<file path="config.mk">
export PLATFORM = sky130hd
export DESIGN_NAME = pfbt_regs
export DESIGN_NICKNAME = d
export VERILOG_FILES = /design/src/hdl/pfbt_pkg.sv /design/src/hdl/pfbt_regs.sv
export SDC_FILE = /design/constraint.sdc
export NUM_CORES = 1
export LEC_CHECK = 0
export BUFFER_PORTS_ARGS = -buffer_cell sky130_fd_sc_hd__buf_2
export CORE_MARGIN = 5
export CORE_UTILIZATION = 35
export CTS_CLUSTER_SIZE = 20
export DETAILED_ROUTE_END_ITERATION = 10
export HOLD_SLACK_MARGIN = 0.1
export PLACE_DENSITY = 0.59
export SYNTH_ARGS = -nofsm -noshare
export SYNTH_HDL_FRONTEND = slang
export SYNTH_SLANG_ARGS = --single-unit
</file>
<file path="constraint.sdc">
create_clock -name clk -period 1.2 [get_ports clk]
set_input_delay 0.06 -clock clk [delete_from_list [all_inputs] [get_ports clk]]
set_output_delay 0.06 -clock clk [all_outputs]
set_load 0.02 [all_outputs]
</file>
<file path="src/hdl/pfbt_pkg.sv">
// Shared types and constants for the path failure breaker table.
`default_nettype none
package pfbt_pkg;

  localparam int COUNT_W = 16;
  localparam int THR_W   = 16;
  localparam int CFG_W   = 32;
  localparam int ADDR_W  = 4;
  localparam int DATA_W  = 32;

  localparam logic [COUNT_W-1:0] COUNT_MAX = '1;

  localparam logic [THR_W-1:0] THRESHOLD_RST = 16'd3;
  localparam logic [CFG_W-1:0] WINDOW_RST    = 32'd60;
  localparam logic [CFG_W-1:0] CD_BASE_RST   = 32'd1;
  localparam logic [CFG_W-1:0] CD_MAX_RST    = 32'd300;

  typedef enum logic [1:0] {
    FUNC_QUERY   = 2'd0,
    FUNC_FAIL    = 2'd1,
    FUNC_SUCCESS = 2'd2
  } func_t;

  typedef enum logic [1:0] {
    REG_THRESHOLD = 2'd0,
    REG_WINDOW    = 2'd1,
    REG_CD_BASE   = 2'd2,
    REG_CD_MAX    = 2'd3
  } reg_idx_t;

  typedef struct packed {
    logic [THR_W-1:0] threshold;
    logic [CFG_W-1:0] window;
    logic [CFG_W-1:0] cd_base;
    logic [CFG_W-1:0] cd_max;
  } cfg_t;

  typedef struct packed {
    logic reach;
    logic pause;
  } upd_flags_t;

endpackage
`default_nettype wire

</file>
<file path="src/hdl/pfbt_regs.sv">
// APB configuration registers of the path failure breaker table.
`default_nettype none
module pfbt_regs (
  input  wire logic                      clk,
  input  wire logic                      rst,
  input  wire logic                      psel,
  input  wire logic                      penable,
  input  wire logic                      pwrite,
  input  wire logic [pfbt_pkg::ADDR_W-1:0] paddr,
  input  wire logic [pfbt_pkg::DATA_W-1:0] pwdata,
  output logic      [pfbt_pkg::DATA_W-1:0] prdata,
  output logic                           pready,
  output pfbt_pkg::cfg_t                 cfg
);
  import pfbt_pkg::*;

  reg_idx_t reg_idx;
  logic     wr_en;

  // Registers sit on word boundaries; the low address bits are ignored.
  assign reg_idx = reg_idx_t'(paddr[3:2]);
  assign pready  = 1'b1;
  assign wr_en   = psel && penable && pwrite && pready;

  always_ff @(posedge clk) begin
    if (rst) begin
      cfg.threshold <= THRESHOLD_RST;
      cfg.window    <= WINDOW_RST;
      cfg.cd_base   <= CD_BASE_RST;
      cfg.cd_max    <= CD_MAX_RST;
    end else if (wr_en) begin
      unique case (reg_idx)
        REG_THRESHOLD: cfg.threshold <= pwdata[THR_W-1:0];
        REG_WINDOW:    cfg.window    <= pwdata;
        REG_CD_BASE:   cfg.cd_base   <= pwdata;
        REG_CD_MAX:    cfg.cd_max    <= pwdata;
      endcase
    end
  end

  always_comb begin
    unique case (reg_idx)
      REG_THRESHOLD: prdata = DATA_W'(cfg.threshold);
      REG_WINDOW:    prdata = cfg.window;
      REG_CD_BASE:   prdata = cfg.cd_base;
      REG_CD_MAX:    prdata = cfg.cd_max;
    endcase
  end

endmodule
`default_nettype wire

</file>
Word-level counts from Yosys, hierarchy flattened
Cells that the tools add are included.
W data, S select, Z words.
{"block": "classes", "n_eq_ne": 3, "mux": 1, "n_reduce_logical": 7}
{"cell": "$pmux W32 S4", "n": 1}
{"cell": "$reduce_and A2 Y1", "n": 4}
{"cell": "$eq A2 B2 Y1 const B", "n": 2}
{"cell": "$eq A2 B1 Y1 const B", "n": 1}
{"cell": "$logic_and A1 B1 Y1", "n": 2}
{"cell": "$logic_not A2 Y1", "n": 1}
{"block": "totals", "output_inout_bits": 145, "word_cells": 15, "reg_bits": 112, "inputBits": 41}

Depth between registers and ports, before layout
{"block": "depth", "depth_word": 3, "ltp_mapped": 6, "depth_no_buf": 3}

Worst setup path after synthesis
Ideal clock, no wire load.
{"block": "synth_path", "kind": "input to output", "startpoint": "in paddr[2] (netlist bit)", "endpoint": "out prdata[10] (netlist bit)", "n_path_buf": 3, "path_stages": 4, "required_time_ns": 1.140, "path_slack_ns": 0.097, "arrival_time_ns": 1.043, "path_cell_list": "buf_4 > buf_2 > buf_2 > mux4_2"}
{"block": "synth_between", "elab_chain_cells": 2, "word_cells_on_any_way": 5, "cone_classes": "eq/ne (3); mux (1); reduce/logical (1)"}
{"item": "start: declaration", "line_no": "pfbt_regs.sv:9", "text": "input wire logic [pfbt_pkg::ADDR_W-1:0] paddr,"}
{"item": "$eq A2 B2 Y1, or another cell as far along", "line_no": "pfbt_regs.sv:42", "text": "unique case (reg_idx)"}
{"item": "$pmux W32 S4 (*)", "line_no": "pfbt_regs.sv:42"}
{"item": "end: declaration", "line_no": "pfbt_regs.sv:11", "text": "output logic [pfbt_pkg::DATA_W-1:0] prdata,"}
Every way passes the cells marked *; elsewhere a longest branch is shown, timed or not.

Worst setup path in the final report
{"block": "layout_path", "startpoint": "reg cfg[0] (netlist bit)", "endpoint": "out prdata[0] (netlist bit)"}
{"block": "layout_between", "elab_chain_cells": 1}
{"item": "start: declaration", "line_no": "pfbt_regs.sv:13", "text": "output pfbt_pkg::cfg_t cfg"}
{"item": "$pmux W32 S4", "line_no": "pfbt_regs.sv:42"}
Every way passes these cells.

==> impl_metrics.yaml <==
cts:
  numClockSinks: 112
  root_buffer: "clkbuf_16"
  htreeDepth: 3
  clock_latency_ns: 0.35
  cts_buffer_depth: 2
  cts_tree: "yes"
  clk_pin_slew_worst_paths_ns: 0.07
  cts_buffers: 9
setup_path:
  criticalPathCategory: "register to output pin"
  rr_worst_depth: 3
  r2r-end: "cfg[2]$_SDFFE_PP1P_"
  worst_path_max_delay_cell: "mux4_2"
  required_ns: 1.14
  worstPathCellList: "mux4_2 > buf_6"
  r2r_slack_ns: 0.44
  worst-endpoint-arrival_ns: 1.33
  crit_path_end_kind: "output pin"
  slowest_delay_ns: 0.50
  critPathLaunchType: "register"
  r2r-start: "cfg[2]$_SDFFE_PP1P_"
  cp_max_fo: 2
route:
  drt_iter0_drc: 134
  drt_wl_total_um: 16200
  drc: 0
  ant_nets: 0
  num_vias: 4496
  wire_per_inst_um: 17.2
  vias_per_cell: 4.79
  first_pass_iters: 4
global_route:
  antenna_found_initial: 0
  grt_max_degree: 78
  grt_pass1_vias: 4685
  grt_pass1_wl_um: 25400
  grt_use_total_pct: 17.9
  grt.overflow.total: 0
sta:
  period_share_pct: 116
  finalHoldViolations: 0
  setup_viol: 32
  rsz0062_at_grt: "yes"
  finClkSkew_ns: 0
  fmax_mhz: 718
  period_minus_slack_ns: 1.39
  maxSlewViolCount: 0
  fin_ws_ns: -0.193
  hold-worst-slack_ns: 0.286
synth:
  yosysSeqAreaShare_pct: 42.9
  synth-edff-count: 0
  ys.flop_type: "dfxtp_1"
  synth_top_area_share_pct: 42.9
  avgSynthCellArea_um2: 11.1
  async_flop_share_pct: 0
  syn_area_um2: 5230
  synthesis.nets: 513
  ys_ff_latch: 112
  syn_inst: 472
  ys_warn_count: 0
  synth_largest_area_cell: "dfxtp_1"
  synthTopCellsByCount: "nand2b_1 (133), dfxtp_1 (112), mux2i_1 (112), nor2_1 (18), clkbuf_1 (17)"
  synth.most_common_cell: "nand2b_1"
  synthTopCellsByArea: "dfxtp_1 (43%), mux2i_1 (21%), nand2b_1 (16%), mux4_2 (6.5%), mux2_2 (3.4%)"
  netlist-cell-type-count: 22
placement:
  port_buffers: 182
  place_congestion: 0.733
  hpwl_um: 10300
  place_inst: 826
  postPlaceCellArea_um2: 6500
pwr:
  leakage_nw: 3.98
  power.total_mw: 7.65
  p_per_area_nw_per_um2: 967
  vdd_ir_drop_max_mv: 0.703
die:
  coreArea_um2: 14600
  start_util_pct: 35.9
  die_y_um: 132
  std_cell_rows: 44
  die_area_um2: 17500
  io_pins: 186
  die_w_um: 132
outcome:
  violations: "negative setup slack"
  status: "complete, but fails checks"
min_path:
  min_to: "cfg[8]$_SDFFE_PP1P_"
  min-delay-start: "rst"
  hp-class: "input pin to register"
  min_path_cells: 4
finish:
  post_route_cells_drive_above_1_share_pct: 53.8
  reg_top3: "cfg (112)"
  syn_to_final_growth_pct: 51.2
  nNetsFinal: 790
  final-instance-count-excl-fill: 938
  final_area_um2: 7910
  largest_reg_flops: 112
  largest_register: "cfg"
  antenna_cells: 0
flow_run:
  maxCapViolCount: 0
how the worst max path moves through the flow:
| stage | startpoint | end | depth (start not counted) |
|---|---|---|---|
| after floorplan | paddr[2] | prdata[10] | 4 |
| after global placement | paddr[2] | prdata[17] | 5 |
| after detailed placement | paddr[3] | cfg[60]$_SDFFE_PP0P_ | 5 |
| after CTS | cfg[0]$_SDFFE_PP0P_ | prdata[0] | 2 |
| after global routing | cfg[0]$_SDFFE_PP0P_ | prdata[0] | 2 |
| final | cfg[0]$_SDFFE_PP0P_ | prdata[0] | 2 |
metal layers:
layer / share of wire, % / vias up / track usage [%]
met5: 0 / - / 0
met4: 1.1 / 0 / 4.41
met3: 6.0 / 14 / 5.11
met2: 49 / 151 / 29.7
met1: 44 / 2163 / 22.9
li1: - / 2168 / -
power breakdown:
group,internal (mW),switching (mW)
Combinational,0.478,0.452
Sequential,3.77,0.0330
Clock,1.57,1.34
Total,5.82,1.83
per-stage QoR:
stage,utilization [%],setup WS [ns],TNS (ns)
after global placement,44.6,-0.0331,-0.0882
after floorplan,-,0.0966,0
after detailed placement,44.6,-0.0400,-0.886
after global routing,54.2,-0.223,-5.57
after CTS,53.8,-0.194,-4.63
final,54.2,-0.193,-4.28
cell type report:
cell class / count / area, um^2
Sequential cell: 112 / 2340
Clock inverter: 3 / 15.0
Timing Repair Buffer: 305 / 2250
Clock buffer: 13 / 270
Fill cell: 1256 / 6680
Tap cell: 184 / 230
Multi-Input combinational cell: 321 / 2800
timing repair:
| action | 4_1_cts | 5_1_grt |
|---|---|---|
| endpoints found under the setup margin | 32 | 32 |
| buffers inserted | 59 | 5 |
| gates resized for setup | 143 | 9 |
| endpoints found under the hold margin | 110 | 0 |
| hold buffers | 32 | 0 |
kinds of logic after synthesis:
group	Yosys count	synth area share (%)
mux	144	31.8
simple gates	160	18.4
compound gates	16	2.68
other cells	1	0.0717
flops	112	42.9
buf+inv	39	4.11
placed cells by master, fill, tap and decap left out, types with 3 or more instances in the layout:
cell type / Yosys / layout
clkbuf_16: 0 / 9
mux2_4: 0 / 5
buf_12: 0 / 11
clkbuf_8: 0 / 3
mux2i_1: 112 / 112
dlygate4sd3_1: 0 / 32
buf_2: 13 / 150
buf_6: 3 / 32
buf_4: 5 / 80
clkinv_2: 0 / 3
dfxtp_2: 0 / 82
nand2b_1: 133 / 133
dfxtp_1: 112 / 30
nor2_1: 18 / 18
mux4_2: 15 / 16
mux2_2: 16 / 11
a22o_1: 16 / 16
critical path: cells and delay by family (launching register included):
family	cells	cell delay, ns
buf+inv	1	0.16
flops	1	0.33
mux	1	0.50
(Power assumes the default switching activity.)
