`src/hdl/pfbt_pkg.sv`:
```
// Shared types and constants for the path failure breaker table.
`default_nettype none
package pfbt_pkg;

  localparam int COUNT_W = 16;
  localparam int THR_W   = 16;
  localparam int CFG_W   = 32;
  localparam int ADDR_W  = 4;
  localparam int DATA_W  = 32;

  localparam logic [COUNT_W-1:0] COUNT_MAX = '1;

  localparam logic [THR_W-1:0] THRESHOLD_RST = 16'd3;
  localparam logic [CFG_W-1:0] WINDOW_RST    = 32'd60;
  localparam logic [CFG_W-1:0] CD_BASE_RST   = 32'd1;
  localparam logic [CFG_W-1:0] CD_MAX_RST    = 32'd300;

  typedef enum logic [1:0] {
    FUNC_QUERY   = 2'd0,
    FUNC_FAIL    = 2'd1,
    FUNC_SUCCESS = 2'd2
  } func_t;

  typedef enum logic [1:0] {
    REG_THRESHOLD = 2'd0,
    REG_WINDOW    = 2'd1,
    REG_CD_BASE   = 2'd2,
    REG_CD_MAX    = 2'd3
  } reg_idx_t;

  typedef struct packed {
    logic [THR_W-1:0] threshold;
    logic [CFG_W-1:0] window;
    logic [CFG_W-1:0] cd_base;
    logic [CFG_W-1:0] cd_max;
  } cfg_t;

  typedef struct packed {
    logic reach;
    logic pause;
  } upd_flags_t;

endpackage
`default_nettype wire

```
`src/hdl/pfbt_update.sv`:
```
// Next-entry logic for one beat: failure run, backoff cooldown and pause.
`default_nettype none
module pfbt_update #(
  parameter int TIME_BITS = 48
) (
  input  pfbt_pkg::cfg_t                    cfg,
  input  wire logic [1:0]                   func,
  input  wire logic                         valid,
  input  wire logic [TIME_BITS-1:0]         now,
  input  wire logic [pfbt_pkg::COUNT_W-1:0] count,
  input  wire logic [TIME_BITS-1:0]         last,
  input  wire logic [TIME_BITS-1:0]         cooldown,
  input  wire logic [TIME_BITS-1:0]         resume,
  output logic      [pfbt_pkg::COUNT_W-1:0] count_next,
  output logic      [TIME_BITS-1:0]         last_next,
  output logic      [TIME_BITS-1:0]         cooldown_next,
  output logic      [TIME_BITS-1:0]         resume_next,
  output pfbt_pkg::upd_flags_t              flags
);
  import pfbt_pkg::*;

  // Compare width that holds both a time value and a 32-bit register.
  localparam int CW = (TIME_BITS > CFG_W) ? TIME_BITS : CFG_W;

  logic [COUNT_W-1:0]   cur_count;
  logic [TIME_BITS-1:0] cur_last;
  logic [TIME_BITS-1:0] cur_cd;
  logic [TIME_BITS-1:0] cur_res;
  logic [TIME_BITS-1:0] elapsed;
  logic                 late;
  logic [THR_W-1:0]     thr;
  logic                 hit;
  logic [TIME_BITS-1:0] cd_dbl;
  logic [TIME_BITS-1:0] cd_clip;
  logic [TIME_BITS:0]   sum;
  logic [TIME_BITS-1:0] res_hit;
  logic                 now_ge_res;

  // An entry that is not valid starts from all zeros.
  assign cur_count = valid ? count    : '0;
  assign cur_last  = valid ? last     : '0;
  assign cur_cd    = valid ? cooldown : '0;
  assign cur_res   = valid ? resume   : '0;

  // Time going backwards counts as no time elapsed.
  assign elapsed = now - cur_last;
  assign late    = (now >= cur_last) && (CW'(elapsed) > CW'(cfg.window));

  always_comb begin
    if (cur_count == '0 || late) begin
      count_next = COUNT_W'(1);
    end else if (cur_count != COUNT_MAX) begin
      count_next = cur_count + COUNT_W'(1);
    end else begin
      count_next = cur_count;
    end
  end

  assign last_next = now;

  assign cd_dbl  = {cur_cd[TIME_BITS-2:0], 1'b0};
  assign cd_clip = (CW'(cd_dbl) > CW'(cfg.cd_max)) ? TIME_BITS'(cfg.cd_max) : cd_dbl;
  assign cooldown_next = (cur_cd == '0) ? TIME_BITS'(cfg.cd_base) : cd_clip;

  // A threshold of zero behaves as one.
  assign thr = (cfg.threshold == '0) ? THR_W'(1) : cfg.threshold;
  assign hit = (COUNT_W'(count_next) >= COUNT_W'(thr));

  assign sum     = {1'b0, now} + {1'b0, cooldown_next};
  assign res_hit = sum[TIME_BITS] ? '1 : sum[TIME_BITS-1:0];
  assign resume_next = hit ? res_hit : cur_res;

  assign now_ge_res = (now >= cur_res);

  always_comb begin
    flags.pause = 1'b0;
    unique case (func)
      FUNC_FAIL: begin
        flags.pause = hit;
        // A fresh pause ends at now plus the cooldown, which lies at now
        // only for a zero cooldown or when the sum saturates at now.
        if (hit) begin
          flags.reach = (cooldown_next == '0) || (now == '1);
        end else begin
          flags.reach = now_ge_res;
        end
      end
      FUNC_SUCCESS: flags.reach = 1'b1;
      default:      flags.reach = !valid || now_ge_res;
    endcase
  end

endmodule
`default_nettype wire

```
`config.mk`:
```
export PLATFORM = sky130hd
export DESIGN_NAME = pfbt_update
export DESIGN_NICKNAME = d
export VERILOG_FILES = /design/src/hdl/pfbt_pkg.sv /design/src/hdl/pfbt_update.sv
export SDC_FILE = /design/constraint.sdc
export NUM_CORES = 1
export LEC_CHECK = 0
export BUFFER_PORTS_ARGS = -buffer_cell sky130_fd_sc_hd__buf_2
export CAP_MARGIN = 20
export CORE_AREA = 2 2 188 190
export DETAILED_ROUTE_END_ITERATION = 7
export DIE_AREA = 0 0 190 192
export PLACE_DENSITY = 0.68
export RECOVER_POWER = 25
export SLEW_MARGIN = 25
export SYNTH_ARGS = -nofsm -noshare
export SYNTH_HDL_FRONTEND = slang
export SYNTH_SLANG_ARGS = --single-unit
```
`constraint.sdc`:
```
create_clock -name vclk -period 13.22
set_input_delay 1.983 -clock vclk [all_inputs]
set_output_delay 1.983 -clock vclk [all_outputs]
set_load 0.02 [all_outputs]
```
Word-level counts from Yosys, hierarchy flattened
Index checks and enable logic that the tools add are counted.
W data, S select, Z words.

word-level totals
  register bits after elaboration = 0
  input bits = 323
  output and inout bits = 162
  word-level logic and storage cells = 35

cells by class
  add/sub/neg operators = 3
  magnitude comparators = 5
  equality and inequality tests = 4
  muxes and demuxes = 14
  reductions and logical operators = 9

operators by type and width
  operator                 count
  $mux W48                 7
  $ge A48 B48 Y1           2
  $gt A48 B32 Y1           2
  $logic_not A48 Y1        2
  $mux W16                 4
  $add A48 B48 Y49         1
  $eq A48 B48 Y1 const B   1
  $sub A48 B48 Y48         1
  $logic_not A16 Y1        2
  $add A16 B1 Y16 const B  1
  $ge A16 B16 Y1           1
  $ne A16 B16 Y1 const B   1
  $logic_or A1 B1 Y1       3
  $eq A2 B1 Y1 const B     1
  $eq A2 B2 Y1 const B     1
  $mux W1                  2
  $pmux W1 S2              1
  $logic_and A1 B1 Y1      1
  $logic_not A1 Y1         1

Longest topological paths before layout
  depth in word-level cells = 9
  gate-level depth with buffers = 46

Least setup slack after synthesis
OpenSTA, ideal clock, no wires.

  kind = input to output
  start point = input port valid
  end point = output port resume_next[30]
  arrival time = 10.321 ns
  data required time = 11.237 ns
  setup slack = 0.916 ns
  stages on the path = 43
  cell sequence = clkbuf_1 clkbuf_1 clkbuf_1 clkbuf_1 buf_1 nand2_1 ha_1 nand2_1 nor3_1 a211o_1 o2111ai_1 a21oi_1 o21a_1 o21a_1 o21a_1 o21a_1 nor2_1 xnor2_1 [... 7 more ...] nand4_1 nor3_2 a31oi_4 nor4_1 ha_1 a21oi_1 nor2b_1 o21ai_0 a21oi_1 a31oi_1 a21oi_1 a21o_1 a21oi_1 nor3_1 and2_1 clkbuf_1 buf_1 a32oi_1

on the way
  cells in the longest elaborated chain, start to end = 8
  elaborated cells between the ends (all ways) = 22
  classes of those cells = add/sub: 3; order compare: 4; eq/ne: 1; mux: 10; reduce/logical: 4

RTL lines
  item                     line               text
  from (decl)              pfbt_update.sv:8   input wire logic valid,
  $mux W48                 pfbt_update.sv:41  assign cur_last = valid ? last : '0;
  $sub A48 B48 Y48         pfbt_update.sv:46  assign elapsed = now - cur_last;
  $gt A48 B32 Y1           pfbt_update.sv:47  assign late = (now >= cur_last) && (CW'(elapsed) > CW'(cfg.window));
  $logic_and A1 B1 Y1      pfbt_update.sv:47
  $logic_or A1 B1 Y1       pfbt_update.sv:50  if (cur_count == '0 || late) begin
  $mux W16 *               pfbt_update.sv:50
  via count_next, one bit  pfbt_update.sv:14  output logic [pfbt_pkg::COUNT_W-1:0] count_next,
  $ge A16 B16 Y1 *         pfbt_update.sv:67  assign hit = (COUNT_W'(count_next) >= COUNT_W'(thr));
  $mux W48 *               pfbt_update.sv:71  assign resume_next = hit ? res_hit : cur_res;
  to (decl)                pfbt_update.sv:17  output logic [TIME_BITS-1:0] resume_next,

Mark *: on every way through the listed nets, which the timed path passes. The rest lies on a longest branch.

==> results.sh <==
export IMPL_io_pins=485
export IMPL_crit_arrival_ns=10.56
export IMPL_drv_slew=0
export IMPL_dr_pass1_iters=5
export IMPL_n_clock_buffer=0
export IMPL_first_global_vias=13650
export IMPL_fin_tns_setup_ns=0
export IMPL_max_freq_mhz=79.71
export IMPL_rsz0062_at_grt="false"
export IMPL_mostFrequentLayoutCells="buf_2, ha_1, nand2_1, a21oi_1, inv_1"
export IMPL_gp_congestion=1.013
export IMPL_run_status="complete, no violations"
export IMPL_ys_seq_area_share_pct=0
export IMPL_power_leakage_nw=7.217
export IMPL_seq_cell_count=0
export IMPL_via_count=14320
export IMPL_hold_violations=0
export IMPL_wl_per_cell_um=20.88
export IMPL_hold_path_class="in2out"
export IMPL_ff_latch_area_um2=0
export IMPL_startpoint="valid"
export IMPL_gr_total_overflow=0
export IMPL_critPathKind="in2out"
export IMPL_start_util_pct=33.31
export IMPL_synth_cells=1679
export IMPL_yosysWarningCount=0
export IMPL_final_common_cell="buf_2"
export IMPL_die_height_um=192
export IMPL_die_w_um=190
export IMPL_die_area_mm2=0.03648
export IMPL_ant_nets=0
export IMPL_peakVddDrop_mv=0.02275
export IMPL_post_cts_setup_buffers=0
export IMPL_routed_wl_mm=52.85
export IMPL_syn2layout_area_growth_pct=20.82
export IMPL_hold_buffers=0
export IMPL_fin_ws_ns=0.6739
export IMPL_stdcell_count=2531
export IMPL_crit_end="flags[1]"
export IMPL_maxCapViolations=0
export IMPL_fp_coreArea_mm2=0.03429
export IMPL_routed_via_density=5.657
export IMPL_dpl_cell_count=2528
export IMPL_antenna_found_initial=4
export IMPL_min_period_ns=12.55
export IMPL_critPathRequiredTime_ns=11.24
export IMPL_grtUsageTotal_pct=27.06
export IMPL_drt_iter0_drc=1187
export IMPL_worst_pin_slew_ns=0.8667
export IMPL_finalSetupViolCount=0
export IMPL_portBuffers=469
export IMPL_post_cts_resized=0
export IMPL_syn_avg_cell_area_um2=6.801
export IMPL_place_hpwl_mm=45.48
export IMPL_rows=68
export IMPL_finalCritPeriodShare_pct=94.90
export IMPL_synth_cell_types=80
export IMPL_place_ws_ns=0.8422
export IMPL_grt_pass1_wl_mm=76.60
export IMPL_crit_fanout=58
export IMPL_nets=2629
export IMPL_netlist_area_mm2=0.01142
export IMPL_final_util_pct=40.24
export IMPL_crit_path_end_kind="output port"
export IMPL_crit_slowest_cell="buf_4"
export IMPL_critPathLaunchType="input port"
export IMPL_drive_above_1_share_pct=23.01
export IMPL_route_detailed_drc=0
export IMPL_grt_start_max_net_pins=59
export IMPL_max_stage_delay_ns=0.50
export IMPL_slew_headroom_pct=40.73
export IMPL_p_per_area_mw_per_mm2=53.96
logic make-up after synthesis:
family	share of synthesized area [%]
AND/OR/NAND/NOR	26.66
AO/OA/AOI/OAI	30.16
buffers and inverters	10.07
adder cells (fa/ha/maj)	25.44
XOR/XNOR	7.286
multiplexers	0.3506
other	0.03284
worst max-delay path, delay by kind of cell:
family	cells	cell delay (ns)
AOI/OAI and AO/OA	20	4.28
xor gates and xnor gates	1	0.08
adders and majority gates	4	0.96
buffers and inverters	3	1.16
and+or+nand+nor	11	1.96
where the power goes:
group | switching [mW] | leakage (nW) | internal (mW) | total (mW)
clock network | 0 | 0.0000190 | 0.0000000304 | 0.0000000304
logic | 0.460 | 7.22 | 0.285 | 0.744
registers | 0 | 0 | 0 | 0
total | 0.460 | 7.22 | 0.285 | 0.744
Yosys cell counts, types with 4 or more instances:
cell	number	share of area, %
xor2_1	38	2.9
nand2b_1	20	1.1
a211oi_1	15	0.99
nand4_1	59	3.2
and2_1	35	1.9
buf_4	65	4.3
nor2b_1	23	1.3
a2bb2oi_1	6	0.46
nand2_1	222	7.3
xnor2_1	57	4.4
o21a_1	19	1.2
a21boi_0	6	0.39
or2_2	9	0.49
a22oi_1	57	3.7
o211ai_1	11	0.72
a21oi_1	140	6.1
a21o_1	66	4.3
mux2i_1	4	0.35
o21bai_1	16	1.1
buf_2	6	0.26
nor2_1	72	2.4
nand3_1	38	1.7
ha_1	229	25
nor3_1	38	1.7
o31ai_1	6	0.39
and3_1	30	1.6
buf_1	8	0.26
o2111ai_1	5	0.38
inv_1	117	3.8
or3_1	6	0.33
a221o_1	17	1.5
clkbuf_1	32	1.1
a2111oi_0	4	0.31
a31oi_1	14	0.77
o21ai_0	74	3.2
nor4_1	40	2.2
a211o_1	7	0.54
routing by layer:
| layer | up-vias | share of wire [%] | GRT usage (%) |
|---|---|---|---|
| li1 | 6927 | - | - |
| met1 | 6635 | 40 | 32.31 |
| met2 | 634 | 48 | 48.19 |
| met3 | 121 | 7.1 | 3.380 |
| met4 | 0 | 5.0 | 12.40 |
| met5 | - | 0 | 0 |
worst min-delay path by stage:
stage / startpoint / endpoint / slack [ns] / cells after the start
2_1_floorplan: now[0] / last_next[0] / 4.08 / 1
3_3_place_gp: now[46] / last_next[46] / 4.27 / 2
3_5_place_dp: now[46] / last_next[46] / 4.27 / 2
4_1_cts: now[46] / last_next[46] / 4.27 / 2
5_1_grt: now[46] / last_next[46] / 4.29 / 2
6_report: now[46] / last_next[46] / 4.28 / 2
stage by stage:
stage                     instance area (um2)  hold WS, ns  power [mW]
after floorplan                         11540        4.079      0.4977
after global placement                  13830        4.269      0.7237
after detailed placement                13830        4.269      0.7323
after CTS                               13830        4.268      0.7358
after global routing                    13800        4.294      0.8120
final                                   13800        4.279      0.7444
final cells by class:
type | count | area, um2
inverter | 118 | 442.9
tap | 455 | 569.3
multi-input combinational | 1477 | 10410
timing repair buffer | 478 | 2372
antenna | 3 | 7.507
fill | 3685 | 20490
Power figures use the tool's default switching activity.
